### src/hw/rtl/psd_pkg.sv
// ----------------------------------------------------------------------------
// psd_pkg
// Types and constants shared by the packet signature detector modules.
// ----------------------------------------------------------------------------
`timescale 1ns / 1ps

package psd_pkg;

    localparam int unsigned NUM_SIG   = 7;
    localparam int unsigned WIN_BYTES = 10;
    localparam int unsigned SIG_W     = (WIN_BYTES + 1) * 8;

    // Signatures, upper case, right-aligned against the newest byte
    localparam logic [SIG_W-1:0] SIG_TEXT [NUM_SIG] = '{
        "CMD.EXE", "CGI-BIN/PHF", "EXPN", "DECODE", "SITE", "EXEC", "PASS"
    };
    localparam int unsigned SIG_LEN [NUM_SIG] = '{7, 11, 4, 6, 4, 4, 4};

    // Bit positions within the seen vector
    localparam int unsigned SIG_CMD_EXE = 0;
    localparam int unsigned SIG_CGI_PHF = 1;
    localparam int unsigned SIG_EXPN    = 2;
    localparam int unsigned SIG_DECODE  = 3;
    localparam int unsigned SIG_SITE    = 4;
    localparam int unsigned SIG_EXEC    = 5;
    localparam int unsigned SIG_PASS    = 6;

    localparam logic       KIND_HDR       = 1'b0;
    localparam logic [1:0] PROTO_TCP      = 2'd1;
    localparam logic [1:0] PROTO_ICMP     = 2'd3;
    localparam logic [7:0] ICMP_ECHO_REQ  = 8'd8;
    localparam int unsigned FLAG_SYN_BIT  = 1;
    localparam int unsigned FLAG_ACK_BIT  = 4;

    localparam logic [15:0] WEB_PORT_RST  = 16'd80;
    localparam logic [15:0] MAIL_PORT_RST = 16'd25;
    localparam logic [15:0] FTP_PORT_RST  = 16'd21;
    localparam logic [15:0] POP3_PORT_RST = 16'd110;

    typedef enum logic [1:0] {
        CFG_WEB_PORT  = 2'd0,
        CFG_MAIL_PORT = 2'd1,
        CFG_FTP_PORT  = 2'd2,
        CFG_POP3_PORT = 2'd3
    } t_cfg_idx;

    typedef struct packed {
        logic        kind;
        logic [1:0]  protocol;
        logic [15:0] src_port;
        logic [15:0] dst_port;
        logic [7:0]  tcp_flags;
        logic [7:0]  icmp_type;
        logic [31:0] source_addr;
        logic [7:0]  data_byte;
        logic        last;
    } t_item;

    typedef struct packed {
        logic [1:0]  protocol;
        logic [15:0] src_port;
        logic [15:0] dst_port;
        logic [7:0]  tcp_flags;
        logic [7:0]  icmp_type;
        logic [31:0] source_addr;
    } t_hdr;

    typedef struct packed {
        logic [15:0] web;
        logic [15:0] mail;
        logic [15:0] ftp;
        logic [15:0] pop3;
    } t_ports;

    typedef struct packed {
        logic [31:0] attacker_addr;
        logic        cmd_exe_hit;
        logic        cgi_phf_hit;
        logic        expn_decode_hit;
        logic        site_exec_hit;
        logic        pass_hit;
        logic        ping_hit;
        logic        syn_without_ack;
    } t_alert;

endpackage

### src/hw/rtl/psd_scan.sv
// ----------------------------------------------------------------------------
// psd_scan
// Case-folded byte window and signature flags, one byte per transaction.
// ----------------------------------------------------------------------------
`timescale 1ns / 1ps

module psd_scan
    import psd_pkg::*;
(
    input  logic               i_clk,
    input  logic               i_rst_n,
    input  logic               i_step,
    input  logic               i_kind,
    input  logic [7:0]         i_data_byte,
    output logic [NUM_SIG-1:0] o_seen_next
);

    logic [WIN_BYTES*8-1:0] r_window, n_window;
    logic [NUM_SIG-1:0]     r_seen, n_seen;
    logic                   r_ended, n_ended;
    logic [7:0]             w_folded;
    logic [SIG_W-1:0]       w_buf;
    logic [NUM_SIG-1:0]     w_hit;

    // only a-z are folded
    assign w_folded = (i_data_byte >= 8'h61 && i_data_byte <= 8'h7A)
                    ? i_data_byte - 8'd32 : i_data_byte;
    assign w_buf    = {r_window, w_folded};

    for (genvar g = 0; g < NUM_SIG; g++) begin : g_sig
        localparam logic [SIG_W-1:0] MASK = {SIG_W{1'b1}} >> (SIG_W - 8 * SIG_LEN[g]);
        assign w_hit[g] = ((w_buf ^ SIG_TEXT[g]) & MASK) == '0;
    end

    always_comb begin
        n_window = r_window;
        n_seen   = r_seen;
        n_ended  = r_ended;
        if (i_kind == KIND_HDR) begin
            n_window = '0;
            n_seen   = '0;
            n_ended  = 1'b0;
        end else if (!r_ended) begin
            if (i_data_byte == 8'd0) begin
                n_ended = 1'b1;
            end else begin
                n_window = {r_window[WIN_BYTES*8-9:0], w_folded};
                n_seen   = r_seen | w_hit;
            end
        end
    end

    assign o_seen_next = n_seen;

    always_ff @(posedge i_clk) begin
        if (!i_rst_n) begin
            r_window <= '0;
            r_seen   <= '0;
            r_ended  <= 1'b0;
        end else if (i_step) begin
            r_window <= n_window;
            r_seen   <= n_seen;
            r_ended  <= n_ended;
        end
    end

endmodule

### src/hw/rtl/psd_rules.sv
// ----------------------------------------------------------------------------
// psd_rules
// Port rules and header checks that turn the seen flags into an alert vector.
// ----------------------------------------------------------------------------
`timescale 1ns / 1ps

module psd_rules
    import psd_pkg::*;
(
    input  t_hdr               i_hdr,
    input  t_ports             i_ports,
    input  logic [NUM_SIG-1:0] i_seen,
    output t_alert             o_alert
);

    logic w_tcp, w_web, w_mail, w_ftp, w_pop3;

    always_comb begin
        w_tcp  = i_hdr.protocol == PROTO_TCP;
        w_web  = w_tcp && (i_hdr.dst_port == i_ports.web || i_hdr.src_port == i_ports.web);
        w_mail = w_tcp && i_hdr.dst_port == i_ports.mail;
        w_ftp  = w_tcp && i_hdr.dst_port == i_ports.ftp;
        w_pop3 = w_tcp && i_hdr.dst_port == i_ports.pop3;

        o_alert.attacker_addr   = i_hdr.source_addr;
        o_alert.cmd_exe_hit     = w_web && i_seen[SIG_CMD_EXE];
        o_alert.cgi_phf_hit     = w_web && i_seen[SIG_CGI_PHF];
        o_alert.expn_decode_hit = w_mail && i_seen[SIG_EXPN] && i_seen[SIG_DECODE];
        o_alert.site_exec_hit   = w_ftp && i_seen[SIG_SITE] && i_seen[SIG_EXEC];
        o_alert.pass_hit        = w_pop3 && i_seen[SIG_PASS];
        o_alert.ping_hit        = i_hdr.protocol == PROTO_ICMP
                               && i_hdr.icmp_type == ICMP_ECHO_REQ;
        o_alert.syn_without_ack = w_tcp && i_hdr.tcp_flags[FLAG_SYN_BIT]
                               && !i_hdr.tcp_flags[FLAG_ACK_BIT];
    end

endmodule

### src/hw/rtl/psd_outq.sv
// ----------------------------------------------------------------------------
// psd_outq
// Two-entry result queue; fullness is registered so no stall path crosses it.
// ----------------------------------------------------------------------------
`timescale 1ns / 1ps

module psd_outq
    import psd_pkg::*;
(
    input  logic   i_clk,
    input  logic   i_rst_n,
    input  logic   i_push,
    input  t_alert i_data,
    output logic   o_full,
    output logic   o_valid,
    input  logic   i_stall,
    output t_alert o_data
);

    t_alert     r_head, r_tail;
    logic [1:0] r_cnt, n_cnt;
    logic       w_pop;

    assign w_pop   = (r_cnt != 2'd0) && !i_stall;
    assign o_valid = r_cnt != 2'd0;
    assign o_full  = r_cnt == 2'd2;
    assign o_data  = r_head;

    always_comb begin
        n_cnt = r_cnt;
        if (i_push && !w_pop) begin
            n_cnt = r_cnt + 2'd1;
        end else if (!i_push && w_pop) begin
            n_cnt = r_cnt - 2'd1;
        end
    end

    always_ff @(posedge i_clk) begin
        if (!i_rst_n) begin
            r_cnt <= 2'd0;
        end else begin
            r_cnt <= n_cnt;
        end
    end

    // push is only offered when not full
    always_ff @(posedge i_clk) begin
        if (w_pop && r_cnt == 2'd2) begin
            r_head <= r_tail;
        end else if (i_push && (r_cnt == 2'd0 || (r_cnt == 2'd1 && w_pop))) begin
            r_head <= i_data;
        end
        if (i_push && r_cnt == 2'd1 && !w_pop) begin
            r_tail <= i_data;
        end
    end

endmodule

### src/hw/rtl/packet_signature_detector.sv
// ----------------------------------------------------------------------------
// packet_signature_detector
// Latches packet headers, scans payload bytes for fixed signatures and gives
// one alert vector for each transaction marked last.
// ----------------------------------------------------------------------------
//  channel  | handshake               | payload
//  ---------+-------------------------+-----------------------------------------
//  in       | i_in_valid / o_in_stall | i_kind .. i_last, header or one byte
//  out      | o_out_valid/i_out_stall | o_attacker_addr and seven alert flags
//  cfg      | i_cfg_wr_en             | i_cfg_index, i_cfg_data (port numbers)
//
//  One transaction per cycle while the input is not stalled.
//  The input register feeds the scan and rule logic, whose result lands in a
//  two-entry output queue.
//  Reset is synchronous and clears header, window, flags and the queue.
//  The input stalls only when it holds a last item and the queue is full.
// ----------------------------------------------------------------------------
`timescale 1ns / 1ps

module packet_signature_detector
    import psd_pkg::*;
(
    input  logic        i_clk,
    input  logic        i_rst_n,
    input  logic        i_in_valid,
    output logic        o_in_stall,
    input  logic        i_kind,
    input  logic [1:0]  i_protocol,
    input  logic [15:0] i_src_port,
    input  logic [15:0] i_dst_port,
    input  logic [7:0]  i_tcp_flags,
    input  logic [7:0]  i_icmp_type,
    input  logic [31:0] i_source_addr,
    input  logic [7:0]  i_data_byte,
    input  logic        i_last,
    output logic        o_out_valid,
    input  logic        i_out_stall,
    output logic [31:0] o_attacker_addr,
    output logic        o_cmd_exe_hit,
    output logic        o_cgi_phf_hit,
    output logic        o_expn_decode_hit,
    output logic        o_site_exec_hit,
    output logic        o_pass_hit,
    output logic        o_ping_hit,
    output logic        o_syn_without_ack,
    input  logic        i_cfg_wr_en,
    input  logic [1:0]  i_cfg_index,
    input  logic [15:0] i_cfg_data
);

    t_item              r_in;
    logic               r_in_valid, n_in_valid;
    t_hdr               r_hdr, n_hdr;
    t_ports             r_ports;
    logic [NUM_SIG-1:0] w_seen_next;
    t_alert             w_alert, w_out;
    logic               w_full, w_adv, w_accept;

    // config registers
    always_ff @(posedge i_clk) begin
        if (!i_rst_n) begin
            r_ports.web  <= WEB_PORT_RST;
            r_ports.mail <= MAIL_PORT_RST;
            r_ports.ftp  <= FTP_PORT_RST;
            r_ports.pop3 <= POP3_PORT_RST;
        end else if (i_cfg_wr_en) begin
            case (t_cfg_idx'(i_cfg_index))
                CFG_WEB_PORT:  r_ports.web  <= i_cfg_data;
                CFG_MAIL_PORT: r_ports.mail <= i_cfg_data;
                CFG_FTP_PORT:  r_ports.ftp  <= i_cfg_data;
                CFG_POP3_PORT: r_ports.pop3 <= i_cfg_data;
                default: ;
            endcase
        end
    end

    // input register
    assign w_adv      = r_in_valid && !(r_in.last && w_full);
    assign o_in_stall = r_in_valid && !w_adv;
    assign w_accept   = i_in_valid && !o_in_stall;

    always_comb begin
        n_in_valid = r_in_valid;
        if (w_accept) begin
            n_in_valid = 1'b1;
        end else if (w_adv) begin
            n_in_valid = 1'b0;
        end
    end

    always_ff @(posedge i_clk) begin
        if (!i_rst_n) begin
            r_in_valid <= 1'b0;
        end else begin
            r_in_valid <= n_in_valid;
        end
    end

    always_ff @(posedge i_clk) begin
        if (w_accept) begin
            r_in <= '{kind: i_kind, protocol: i_protocol, src_port: i_src_port,
                      dst_port: i_dst_port, tcp_flags: i_tcp_flags,
                      icmp_type: i_icmp_type, source_addr: i_source_addr,
                      data_byte: i_data_byte, last: i_last};
        end
    end

    // header state as it stands after the item in the input register
    always_comb begin
        n_hdr = r_hdr;
        if (r_in.kind == KIND_HDR) begin
            n_hdr = '{protocol: r_in.protocol, src_port: r_in.src_port,
                      dst_port: r_in.dst_port, tcp_flags: r_in.tcp_flags,
                      icmp_type: r_in.icmp_type, source_addr: r_in.source_addr};
        end
    end

    always_ff @(posedge i_clk) begin
        if (!i_rst_n) begin
            r_hdr <= '0;
        end else if (w_adv) begin
            r_hdr <= n_hdr;
        end
    end

    psd_scan u_scan (
        .i_clk       (i_clk),
        .i_rst_n     (i_rst_n),
        .i_step      (w_adv),
        .i_kind      (r_in.kind),
        .i_data_byte (r_in.data_byte),
        .o_seen_next (w_seen_next)
    );

    psd_rules u_rules (
        .i_hdr   (n_hdr),
        .i_ports (r_ports),
        .i_seen  (w_seen_next),
        .o_alert (w_alert)
    );

    psd_outq u_outq (
        .i_clk   (i_clk),
        .i_rst_n (i_rst_n),
        .i_push  (w_adv && r_in.last),
        .i_data  (w_alert),
        .o_full  (w_full),
        .o_valid (o_out_valid),
        .i_stall (i_out_stall),
        .o_data  (w_out)
    );

    assign o_attacker_addr   = w_out.attacker_addr;
    assign o_cmd_exe_hit     = w_out.cmd_exe_hit;
    assign o_cgi_phf_hit     = w_out.cgi_phf_hit;
    assign o_expn_decode_hit = w_out.expn_decode_hit;
    assign o_site_exec_hit   = w_out.site_exec_hit;
    assign o_pass_hit        = w_out.pass_hit;
    assign o_ping_hit        = w_out.ping_hit;
    assign o_syn_without_ack = w_out.syn_without_ack;

endmodule

### config.mk
export PLATFORM = sky130hd
export DESIGN_NAME = packet_signature_detector
export DESIGN_NICKNAME = d
export VERILOG_FILES = /design/src/hw/rtl/psd_pkg.sv /design/src/hw/rtl/psd_scan.sv /design/src/hw/rtl/psd_rules.sv /design/src/hw/rtl/psd_outq.sv /design/src/hw/rtl/packet_signature_detector.sv
export SDC_FILE = /design/constraint.sdc
export NUM_CORES = 1
export LEC_CHECK = 0
export ABC_CLOCK_PERIOD_IN_PS = 6500
export BUFFER_PORTS_ARGS = -buffer_cell sky130_fd_sc_hd__buf_2
export CAP_MARGIN = 20
export CELL_PAD_IN_SITES_DETAIL_PLACEMENT = 1
export CELL_PAD_IN_SITES_GLOBAL_PLACEMENT = 1
export CORE_UTILIZATION = 47
export DETAILED_ROUTE_END_ITERATION = 8
export MAX_ROUTING_LAYER = met4
export PLACE_DENSITY_LB_ADDON = 0.1
export SLEW_MARGIN = 30
export SYNTH_ARGS = -nofsm -noshare
export SYNTH_HDL_FRONTEND = slang
export SYNTH_SLANG_ARGS = --single-unit
### constraint.sdc
create_clock -name i_clk -period 6.5 [get_ports i_clk]
set_input_delay 0.65 -clock i_clk [delete_from_list [all_inputs] [get_ports i_clk]]
set_output_delay 0.65 -clock i_clk [all_outputs]
set_load 0.05 [all_outputs]
After elaboration in Yosys (flattened, before gate mapping)
Index checks and enable logic that the tools add are counted.
{"block": "op_classes", "addsub": 3, "magnitude_cmp": 2, "eq_ne": 15, "mux": 17, "bitwise_logic": 9, "n_reduce_logical": 57}
{"operator": "88-bit zero test", "n": 7}
{"operator": "80-bit two-way mux", "n": 3}
{"operator": "82-bit two-way mux", "n": 1}
{"operator": "16-bit equality test", "n": 5}
{"operator": "39-bit two-way mux", "n": 2}
{"operator": "12-bit inverter", "n": 3}
{"operator": "35-bit inverter", "n": 1}
{"operator": "1-bit logical AND", "n": 28}
{"operator": "22-bit inverter", "n": 1}
{"operator": "7-bit two-way mux", "n": 3}
{"operator": "18-bit inverter", "n": 1}
{"operator": "13-bit inverter", "n": 1}
{"operator": "2-bit AND reduction", "n": 5}
{"operator": "2-bit equality test, second input constant", "n": 4}
{"operator": "8-bit by 4-bit equality test with 1-bit output, second input constant", "n": 1}
{"operator": "8-bit by 7-bit greater-or-equal comparator with 1-bit output, second input constant", "n": 1}
{"operator": "8-bit by 7-bit less-or-equal comparator with 1-bit output, second input constant", "n": 1}
{"operator": "8-bit zero test", "n": 1}
{"operator": "8-bit two-way mux", "n": 1}
{"operator": "2-bit nonzero test", "n": 4}
{"operator": "8-bit by 6-bit subtractor with 8-bit output, second input constant", "n": 1}
{"operator": "1-bit zero test", "n": 7}
{"operator": "7-bit OR", "n": 1}
{"operator": "2-bit by 1-bit equality test with 1-bit output, second input constant", "n": 3}
{"operator": "9 further kinds", "n": 17}
{"block": "word_totals", "register_bits": 407, "input_bits": 115, "output_inout_bits": 41, "wordCells": 144}

Depth between registers and ports, before layout
Gate-level depths: netlist of run 1.
{"block": "logic_depth", "depth_word": 13, "ltp_mapped": 13, "mapped_depth_nobuf": 11}

Cells and area by module
From an unflattened synthesis of run 1, not the netlist that was laid out.
{"block": "unflattened", "hier_cells": 1397, "hier_area_um2": 16967.5}
{"module": "packet_signature_detector", "n_inst": 1, "cells_per_inst": 792, "area_each_um2": 9261.4, "seq_area_each_um2": 5705.5}
{"module": "psd_scan", "n_inst": 1, "cells_per_inst": 312, "area_each_um2": 3495.9, "seq_area_each_um2": 1761.7}
{"module": "psd_outq", "n_inst": 1, "cells_per_inst": 143, "area_each_um2": 3021.6, "seq_area_each_um2": 2382.3}
{"module": "psd_rules", "n_inst": 1, "cells_per_inst": 150, "area_each_um2": 1188.6, "seq_area_each_um2": 0.0}

Least setup slack after synthesis of run 1
No wires, ideal clock.
{"block": "synth_timing", "path_type": "register -> register", "start": "reg u_outq.r_cnt[0]", "end": "reg r_in[0] in the netlist's numbering (enable)", "setup_time_ps": 539, "t_arrival_ps": 4859, "required_time_ps": 5961, "setup_slack_ps": 1101, "path_stages_with_launch": 5, "path_buffers": 0, "period_less_slack_ps": 5399, "cell_sequence": "dfxtp_1 > inv_1 > ha_1 > and3_1 > nor2b_1"}
{"block": "synth_via", "elab_chain_len": 8}
{"item": "start, declared", "line_no": "psd_outq.sv:21", "text": "logic [1:0] r_cnt, n_cnt;"}
{"item": "start signal, assigned", "line_no": "psd_outq.sv:42", "text": "r_cnt <= n_cnt;"}
{"item": "2-bit equality test", "line_no": "psd_outq.sv:26", "text": "assign o_full = r_cnt == 2'd2;"}
{"item": "1-bit logical AND", "line_no": "packet_signature_detector.sv:78", "text": "assign w_adv = r_in_valid && !(r_in.last && w_full);"}
{"item": "1-bit zero test", "line_no": "packet_signature_detector.sv:78"}
{"item": "1-bit logical AND", "line_no": "packet_signature_detector.sv:78"}
{"item": "1-bit zero test", "line_no": "packet_signature_detector.sv:79", "text": "assign o_in_stall = r_in_valid && !w_adv;"}
{"item": "1-bit logical AND", "line_no": "packet_signature_detector.sv:79"}
{"item": "via o_in_stall", "line_no": "packet_signature_detector.sv:26", "text": "output logic o_in_stall,"}
{"item": "1-bit zero test", "line_no": "packet_signature_detector.sv:80", "text": "assign w_accept = i_in_valid && !o_in_stall;"}
{"item": "1-bit logical AND", "line_no": "packet_signature_detector.sv:80"}
{"item": "end signal, assigned", "line_no": "packet_signature_detector.sv:101", "text": "r_in <= '{kind: i_kind, protocol: i_protocol, src_port: i_src_port,"}
{"item": "end, declared", "line_no": "packet_signature_detector.sv:51", "text": "t_item r_in;"}
The timed path passes the listed nets, and every way through them passes these cells.
A chain may end at the register's enable or synchronous reset.

==> results of run 1 <==
==> metrics by stage <==
step                utilization  cells
finish                   0.5555   2019
global route             0.5555   2019
CTS                      0.5542   2012
detailed placement       0.5113   1934
global placement         0.5103   1933
floorplan                     -   1407
==> critical path: stages, from the launching register on <==
cell and delay, ps:
edfxtp_1 880, buf_4 410, mux2i_1 860, xnor2_1 130
nor4_1 380, nand4_1 220, a211oi_2 240, mux2_2 190
==> cell type report <==
type	instances	area, um^2	share of cell area
antenna	6	15.01	0.0008307
clock buffer	54	1211	0.06701
clock inverter	24	183.9	0.01018
inverter	44	167.7	0.009277
multi-input combinational	889	5488	0.3036
sequential	395	9549	0.5283
tap	442	553.0	0.03060
timing repair buffer	165	905.9	0.05012
==> flip-flops by register name, summed over array words and instances, names as in the netlist <==
| signal | cells |
|---|---|
| r_in | 86 |
| u_scan.r_window | 80 |
| r_hdr | 76 |
| r_ports | 64 |
| u_outq.o_data | 39 |
| u_outq.r_tail | 39 |
| u_scan.r_seen | 7 |
| u_outq.r_cnt | 2 |
| r_in_valid | 1 |
| u_scan.r_ended | 1 |
==> power groups by stage <==
stage	registers, W	clock network (W)	logic (W)
5_1_grt	0.00285	0.00256	0.000793
2_1_floorplan	0.00298	0	0.000403
3_5_place_dp	0.00289	0	0.000724
4_1_cts	0.00284	0.00246	0.000734
6_report	0.00284	0.00241	0.000729
3_3_place_gp	0.00288	0	0.000695
==> path summary, 6_finish.rpt <==
check / start / slack [ps] / end
max: r_in[91]$_DFFE_PP_ / 3060 / u_outq.o_data[4]$_DFFE_PP_
min: i_data_byte[3] / 290 / r_in[4]$_DFFE_PP_
max reg2reg: r_in[91]$_DFFE_PP_ / 3060 / u_outq.o_data[4]$_DFFE_PP_
min reg2reg: r_hdr[79]$_SDFFE_PN0P_ / 460 / r_hdr[79]$_SDFFE_PN0P_
==> metal layers <==
metal	routed length, um	track usage	vias up
li1	-	-	5276
met1	17400	0.3005	5448
met2	20390	0.4173	202
met3	1461	0.03586	48
met4	621	0.06533	0
met5	0	-	-
==> logic make-up (layout without fill, tap and decap cells) <==
| group | count (synthesis) | in the layout | share of synthesized area |
|---|---|---|---|
| compound gates | 276 | 276 | 0.1188 |
| xor+xnor | 81 | 81 | 0.04576 |
| fa+ha+maj | 5 | 5 | 0.004035 |
| buf+inv | 123 | 287 | 0.03292 |
| flops | 395 | 395 | 0.6159 |
| mux | 66 | 66 | 0.04495 |
| other cells | 0 | 6 | 0 |
| simple gates | 461 | 461 | 0.1377 |
==> synthesized netlist by cell type (7+ instances only) <==
library cell / instances
edfxtp_1: 164
nand4_1: 16
nor4_1: 23
nor3_1: 11
nor4b_1: 13
mux2i_1: 55
xnor2_1: 68
xor2_1: 13
nor2b_1: 7
dfxtp_1: 231
o21ai_0: 7
a211oi_1: 42
a21oi_1: 131
nand2_1: 227
buf_2: 12
a22o_1: 75
nor2_1: 105
nand3_1: 17
clkbuf_1: 60
inv_1: 43
mux2i_2: 9
==> metrics.txt, run 1 <==
outcome=completed; Clock power frac=0.404; Synth cell types=58; Routed Antenna Nets=0; Min Hold Slack=286.8 ps; Hold Fails Final Rpt=0; global-route wire length before repair=62,250 um; RSZ-0062 raised after global routing=no; post-synthesis sequential area ratio=0.6159; Net Count, Synth=between 1,500 and 2,000; min Tclk post-route=3442 ps; CTS root buf=clkbuf_16; Max-Cap Viols=0; most frequent cells in the layout=dfxtp_1 (231), nand2_1 (226), edfxtp_1 (164); Synth warnings=0; Seq pwr share=0.474; Sink Count=about 400; Hold Path Stages=1; Core Area=32,540 um^2; Port Buf Inserts=149; via count=10,970; Max Slew Vio Count=0; crit path max fanout=15; setup tns final=0 ps; FILL cells=about 3,500; drt via density=5.435; vias in the first global route=11,380; fin nets=1,658; Synth area leaders=edfxtp_1 (32%), dfxtp_1 (30%), nand2_1 (5.5%), a22o_1 (4.2%), a21oi_1 (4.2%); largest net degree at the start of global routing=82; reg2reg path depth=7; gp weighted congestion=0.8301; Post-Synthesis Cells=1,407; drt first pass iters=5; leading area contributor after synthesis=edfxtp_1; CP Launch Type=register; Post-CTS Resized=0; DRC Markers=0; cell internal pwr=0.004412 W; Post-CTS Hold Fix Bufs=0; Total Wirelength=39,870 um; Slew Limit Headroom=0.3234; Clock Latency Late Sink=540 ps; CP Class=reg -> reg; GR Overflow Total=0; setup ws final=a little over 3000 ps; # IOs=156; pre-CTS WS=3009 ps; H-tree depth=2; asr flop ratio synth=0; PD cells=330.9 nW/um^2; HPWL Detailed=25,790 um; antenna violations before repair=6; Avg Inst Size Synth=between 10 and 15 um^2; leakage power=6.834 nW; Post-Route Skew=18.12 ps; Psw=0.001568 W; EDFF count, synth=164; Max Root-Sink Buffers=3; all-layer global routing usage=0.2438; Area Overhead vs Synth=16.57%; Post-CTS Setup Inserts=0; leading cell type in the layout, fill and taps excluded=dfxtp_1; CP arrival=3840 ps; fmax=around 0.29 GHz; total CTS buffers=between 40 and 50; row count=66; Hold Crit Class=in -> reg; clk slew on worst S/H paths=about 60 ps; post-route clock period utilization=0.5295; switching part of the total=0.2622; Synth top area share=0.3176; Tightest Pin Transition=986.7 ps; Die Y=between 150 and 200 um; Die Wd=183.6 um; Comb power frac=0.122; post-synthesis cell area=15,500 um^2; overall power=0.005980 W; Worst VDD drop=267.2 uV; Main synth FF type=dfxtp_1; routed len/inst=19.75 um; design area=18,070 um^2; Area after DPL=roughly 17,000 um^2; Starting Density=0.4765; Req. time, crit path=6900 ps; final count of negative-setup-slack endpoints=0; full die area=approximately 34,000 um^2; Crit. End Element=register; ratio of cells with drive above 1 in the final layout=0.1642; CTS tree=built; initial drt markers=~670; synthesis-stage register bit count=395
No activity file was read; power rests on OpenSTA's default activity.
==> inputs of run 2 (changes only) <==
- ABC_CLOCK_PERIOD_IN_PS: 6500 -> 3000
- CORE_UTILIZATION: 47 -> 42
- clock period: 6.5 -> 3 ns (I/O delays scaled with it)
==> run 2 against run 1 <==
Via count grew 3.0%. Flip-flop and latch count is the same. Core utilization shrank 2.8 points. Combinational power grew 140%. Largest cell class unchanged. Cell count grew 6.6%. Clock power grew 120%. Power grew 120%. Non-clock buffer count grew 111. Sequential power grew 120%. Routed wire length grew 3.4%. Clock skew is essentially flat.
==> metrics.txt, run 2 (synthesized netlist as in run 1, its figures left out) <==
Hold Fails Final Rpt=0 (unchanged); Hold Path Stages=3 (+2); CP Launch Type=register; Max Slew Vio Count=0 (unchanged); PD cells=680.1 nW/um^2 (+110%); Max-Cap Viols=0 (unchanged); min Tclk post-route=2690 ps (-751.6 ps); drt first pass iters=7 (+2); clk slew on worst S/H paths=60 ps (about the same); final count of negative-setup-slack endpoints=0 (unchanged); Post-CTS Hold Fix Bufs=93 (+93); antenna fix cells=0 (-6); post-route clock period utilization=0.8967 (+0.3672); crit path max fanout=6 (-9); Req. time, crit path=3430 ps (-3470 ps); Die Wd=194.1 um (+5.7%); Area Overhead vs Synth=24.04%; fin nets=1,770 (+6.8%); Worst VDD drop=398.0 uV (+49%); most frequent cells in the layout=dfxtp_1 (231), nand2_1 (226), edfxtp_1 (164); Hold Crit Class=in -> reg; initial drt markers=472 (-30%); antenna violations before repair=0 (-6); Clock Latency Late Sink=560 ps (+20 ps); Hold Path Origin=i_in_valid; Core Area=36,430 um^2 (+12%); Post-CTS Setup Inserts=0 (unchanged); Port Buf Inserts=149 (unchanged); Post-Layout Cell Count=2,152 (+6.6%); ratio of cells with drive above 1 in the final layout=0.1591 (-0.005082); switching part of the total=0.2591 (-0.003130); Die Y=194.1 um (+5.7%); CP cell instances=inv_1, ha_1, nor2_1, o221ai_1, a2111oi_0, a21oi_1, nor4_2, mux2_2; Routed Antenna Nets=0 (unchanged); RSZ-0062 raised after global routing=no; fmax=0.3718 GHz (+28%); drt via density=5.254 (-3.3%); reg2reg path depth=8 (+1); # IOs=156 (unchanged); Comb power frac=0.132 (+0.010); Starting Density=0.4255 (-0.05099); outcome=completed; Tightest Pin Transition=796.0 ps (-190.7 ps); Sink Count=395 (unchanged); Biggest register=r_in; Post-CTS Resized=0 (unchanged); CTS root buf=clkbuf_16; via count=11,310 (+3.0%); slowest stage delay, CP=670 ps (-210 ps); CTS tree=built; cell internal pwr=0.009691 W (+120%); full die area=37,690 um^2 (+12%); row count=70 (+6.1%); HPWL Detailed=27,050 um (+4.9%); Post-Route Skew=17.94 ps (-0.1808 ps); Total Wirelength=41,250 um (+3.4%); CP Class=reg -> reg; total CTS buffers=44 (+2.3%); overall power=0.01308 W (+120%); reg2reg start=r_in[6]$_DFFE_PP_; Buf/Inv on CP=1 (unchanged); r2r endpoint=u_outq.o_data[2]$_DFFE_PP_; vias in the first global route=11,790 (+3.6%); largest registers=r_in (86), u_scan.r_window (80), r_hdr (76); placed instance count=1,979 (+2.3%); final core occ=0.5279 (-0.02764); gp weighted congestion=0.8166 (-1.6%); DRC Markers=0 (unchanged); all-layer global routing usage=0.2269 (-0.01695); Max Root-Sink Buffers=3 (unchanged); Reg2Reg Setup Slack=310 ps (-2750 ps); largest net degree at the start of global routing=123 (+50%); cell family with the largest share of critical-path delay=compound AO/OA/AOI/OAI gates; routed len/inst=19.17 um (-2.9%); Slowest cell on crit path=a2111oi_0; Slew Limit Headroom=0.4679 (+0.1445); CP arrival=3120 ps (-720 ps); Seq pwr share=0.469 (-0.005); max FFs per register=86 (unchanged); Clock power frac=0.399 (-0.005); leading cell type in the layout, fill and taps excluded=dfxtp_1; Crit. End Element=register; Hold EP=r_in_valid$_SDFFE_PN0P_; global-route wire length before repair=65,090 um (+4.6%); GR Overflow Total=0 (unchanged); Psw=0.003388 W (+120%); H-tree depth=2 (unchanged); leakage power=7.306 nW (+6.9%); setup tns final=0 ps (unchanged)
run 2: cell types whose count changed in the layout (fill, tap and decap cells not counted), sizes merged:
cell,before,now
dlygate4sd3,0,93
clkbuf,54,78
clkinv,21,0
buf,165,183
diode,6,0
bufinv,3,1
clkinvlp,0,1
run 2: how the worst max path moves through the flow:
| stage | from | to | cells after the start |
|---|---|---|---|
| floorplan | u_outq.r_cnt[0]$_SDFFE_PN0P_ | u_outq.o_data[0]$_DFFE_PP_ | 8 |
| global placement | r_in[6]$_DFFE_PP_ | u_outq.o_data[2]$_DFFE_PP_ | 8 |
| detailed placement | r_in[6]$_DFFE_PP_ | u_outq.o_data[2]$_DFFE_PP_ | 8 |
| CTS | r_in[6]$_DFFE_PP_ | u_outq.o_data[2]$_DFFE_PP_ | 8 |
| global route | r_in[6]$_DFFE_PP_ | u_outq.o_data[2]$_DFFE_PP_ | 8 |
| finish | r_in[6]$_DFFE_PP_ | u_outq.o_data[2]$_DFFE_PP_ | 8 |
run 2: area by class of cell:
cell class / count / area (um^2)
clock buffers: 78 / 1351
clock inverters: 2 / 37.54
fillers: 3928 / 17200
inverters: 44 / 167.7
multi-input cells: 889 / 5484
flip-flops and latches: 395 / 9549
well taps: 468 / 585.6
repair buffers: 276 / 2057
run 2: routing by layer:
layer  up-vias  track usage  routed length [um]
met3        76      0.02800                1297
met1      5544       0.2859               18370
li1       5493            -                   -
met5         -            -                   0
met4         0      0.07760                1123
met2       194       0.3773               20450
run 2: power by group through the flow:
stage / Combinational, W / Sequential [W] / Clock [W]
after floorplan: 0.000879 / 0.00644 / 0
after global placement: 0.00160 / 0.00624 / 0
after detailed placement: 0.00164 / 0.00625 / 0
after CTS: 0.00174 / 0.00614 / 0.00536
after global routing: 0.00187 / 0.00617 / 0.00554
final: 0.00173 / 0.00614 / 0.00522
run 2: stage by stage:
step,worst slack [ps],cell area (um^2),hold WS (ps)
final,310.0,19230,24.61
after global routing,70.44,19230,30.22
after CTS,294.9,19230,1.121
after detailed placement,320.3,16910,449.5
after global placement,350.4,16910,441.0
after floorplan,90.15,15520,371.8
run 2: tightest hold or removal path: cells and delay by family:
family,cells,cell delay [ps]
and+or+nand+nor,2,120
buffers and inverters,1,120
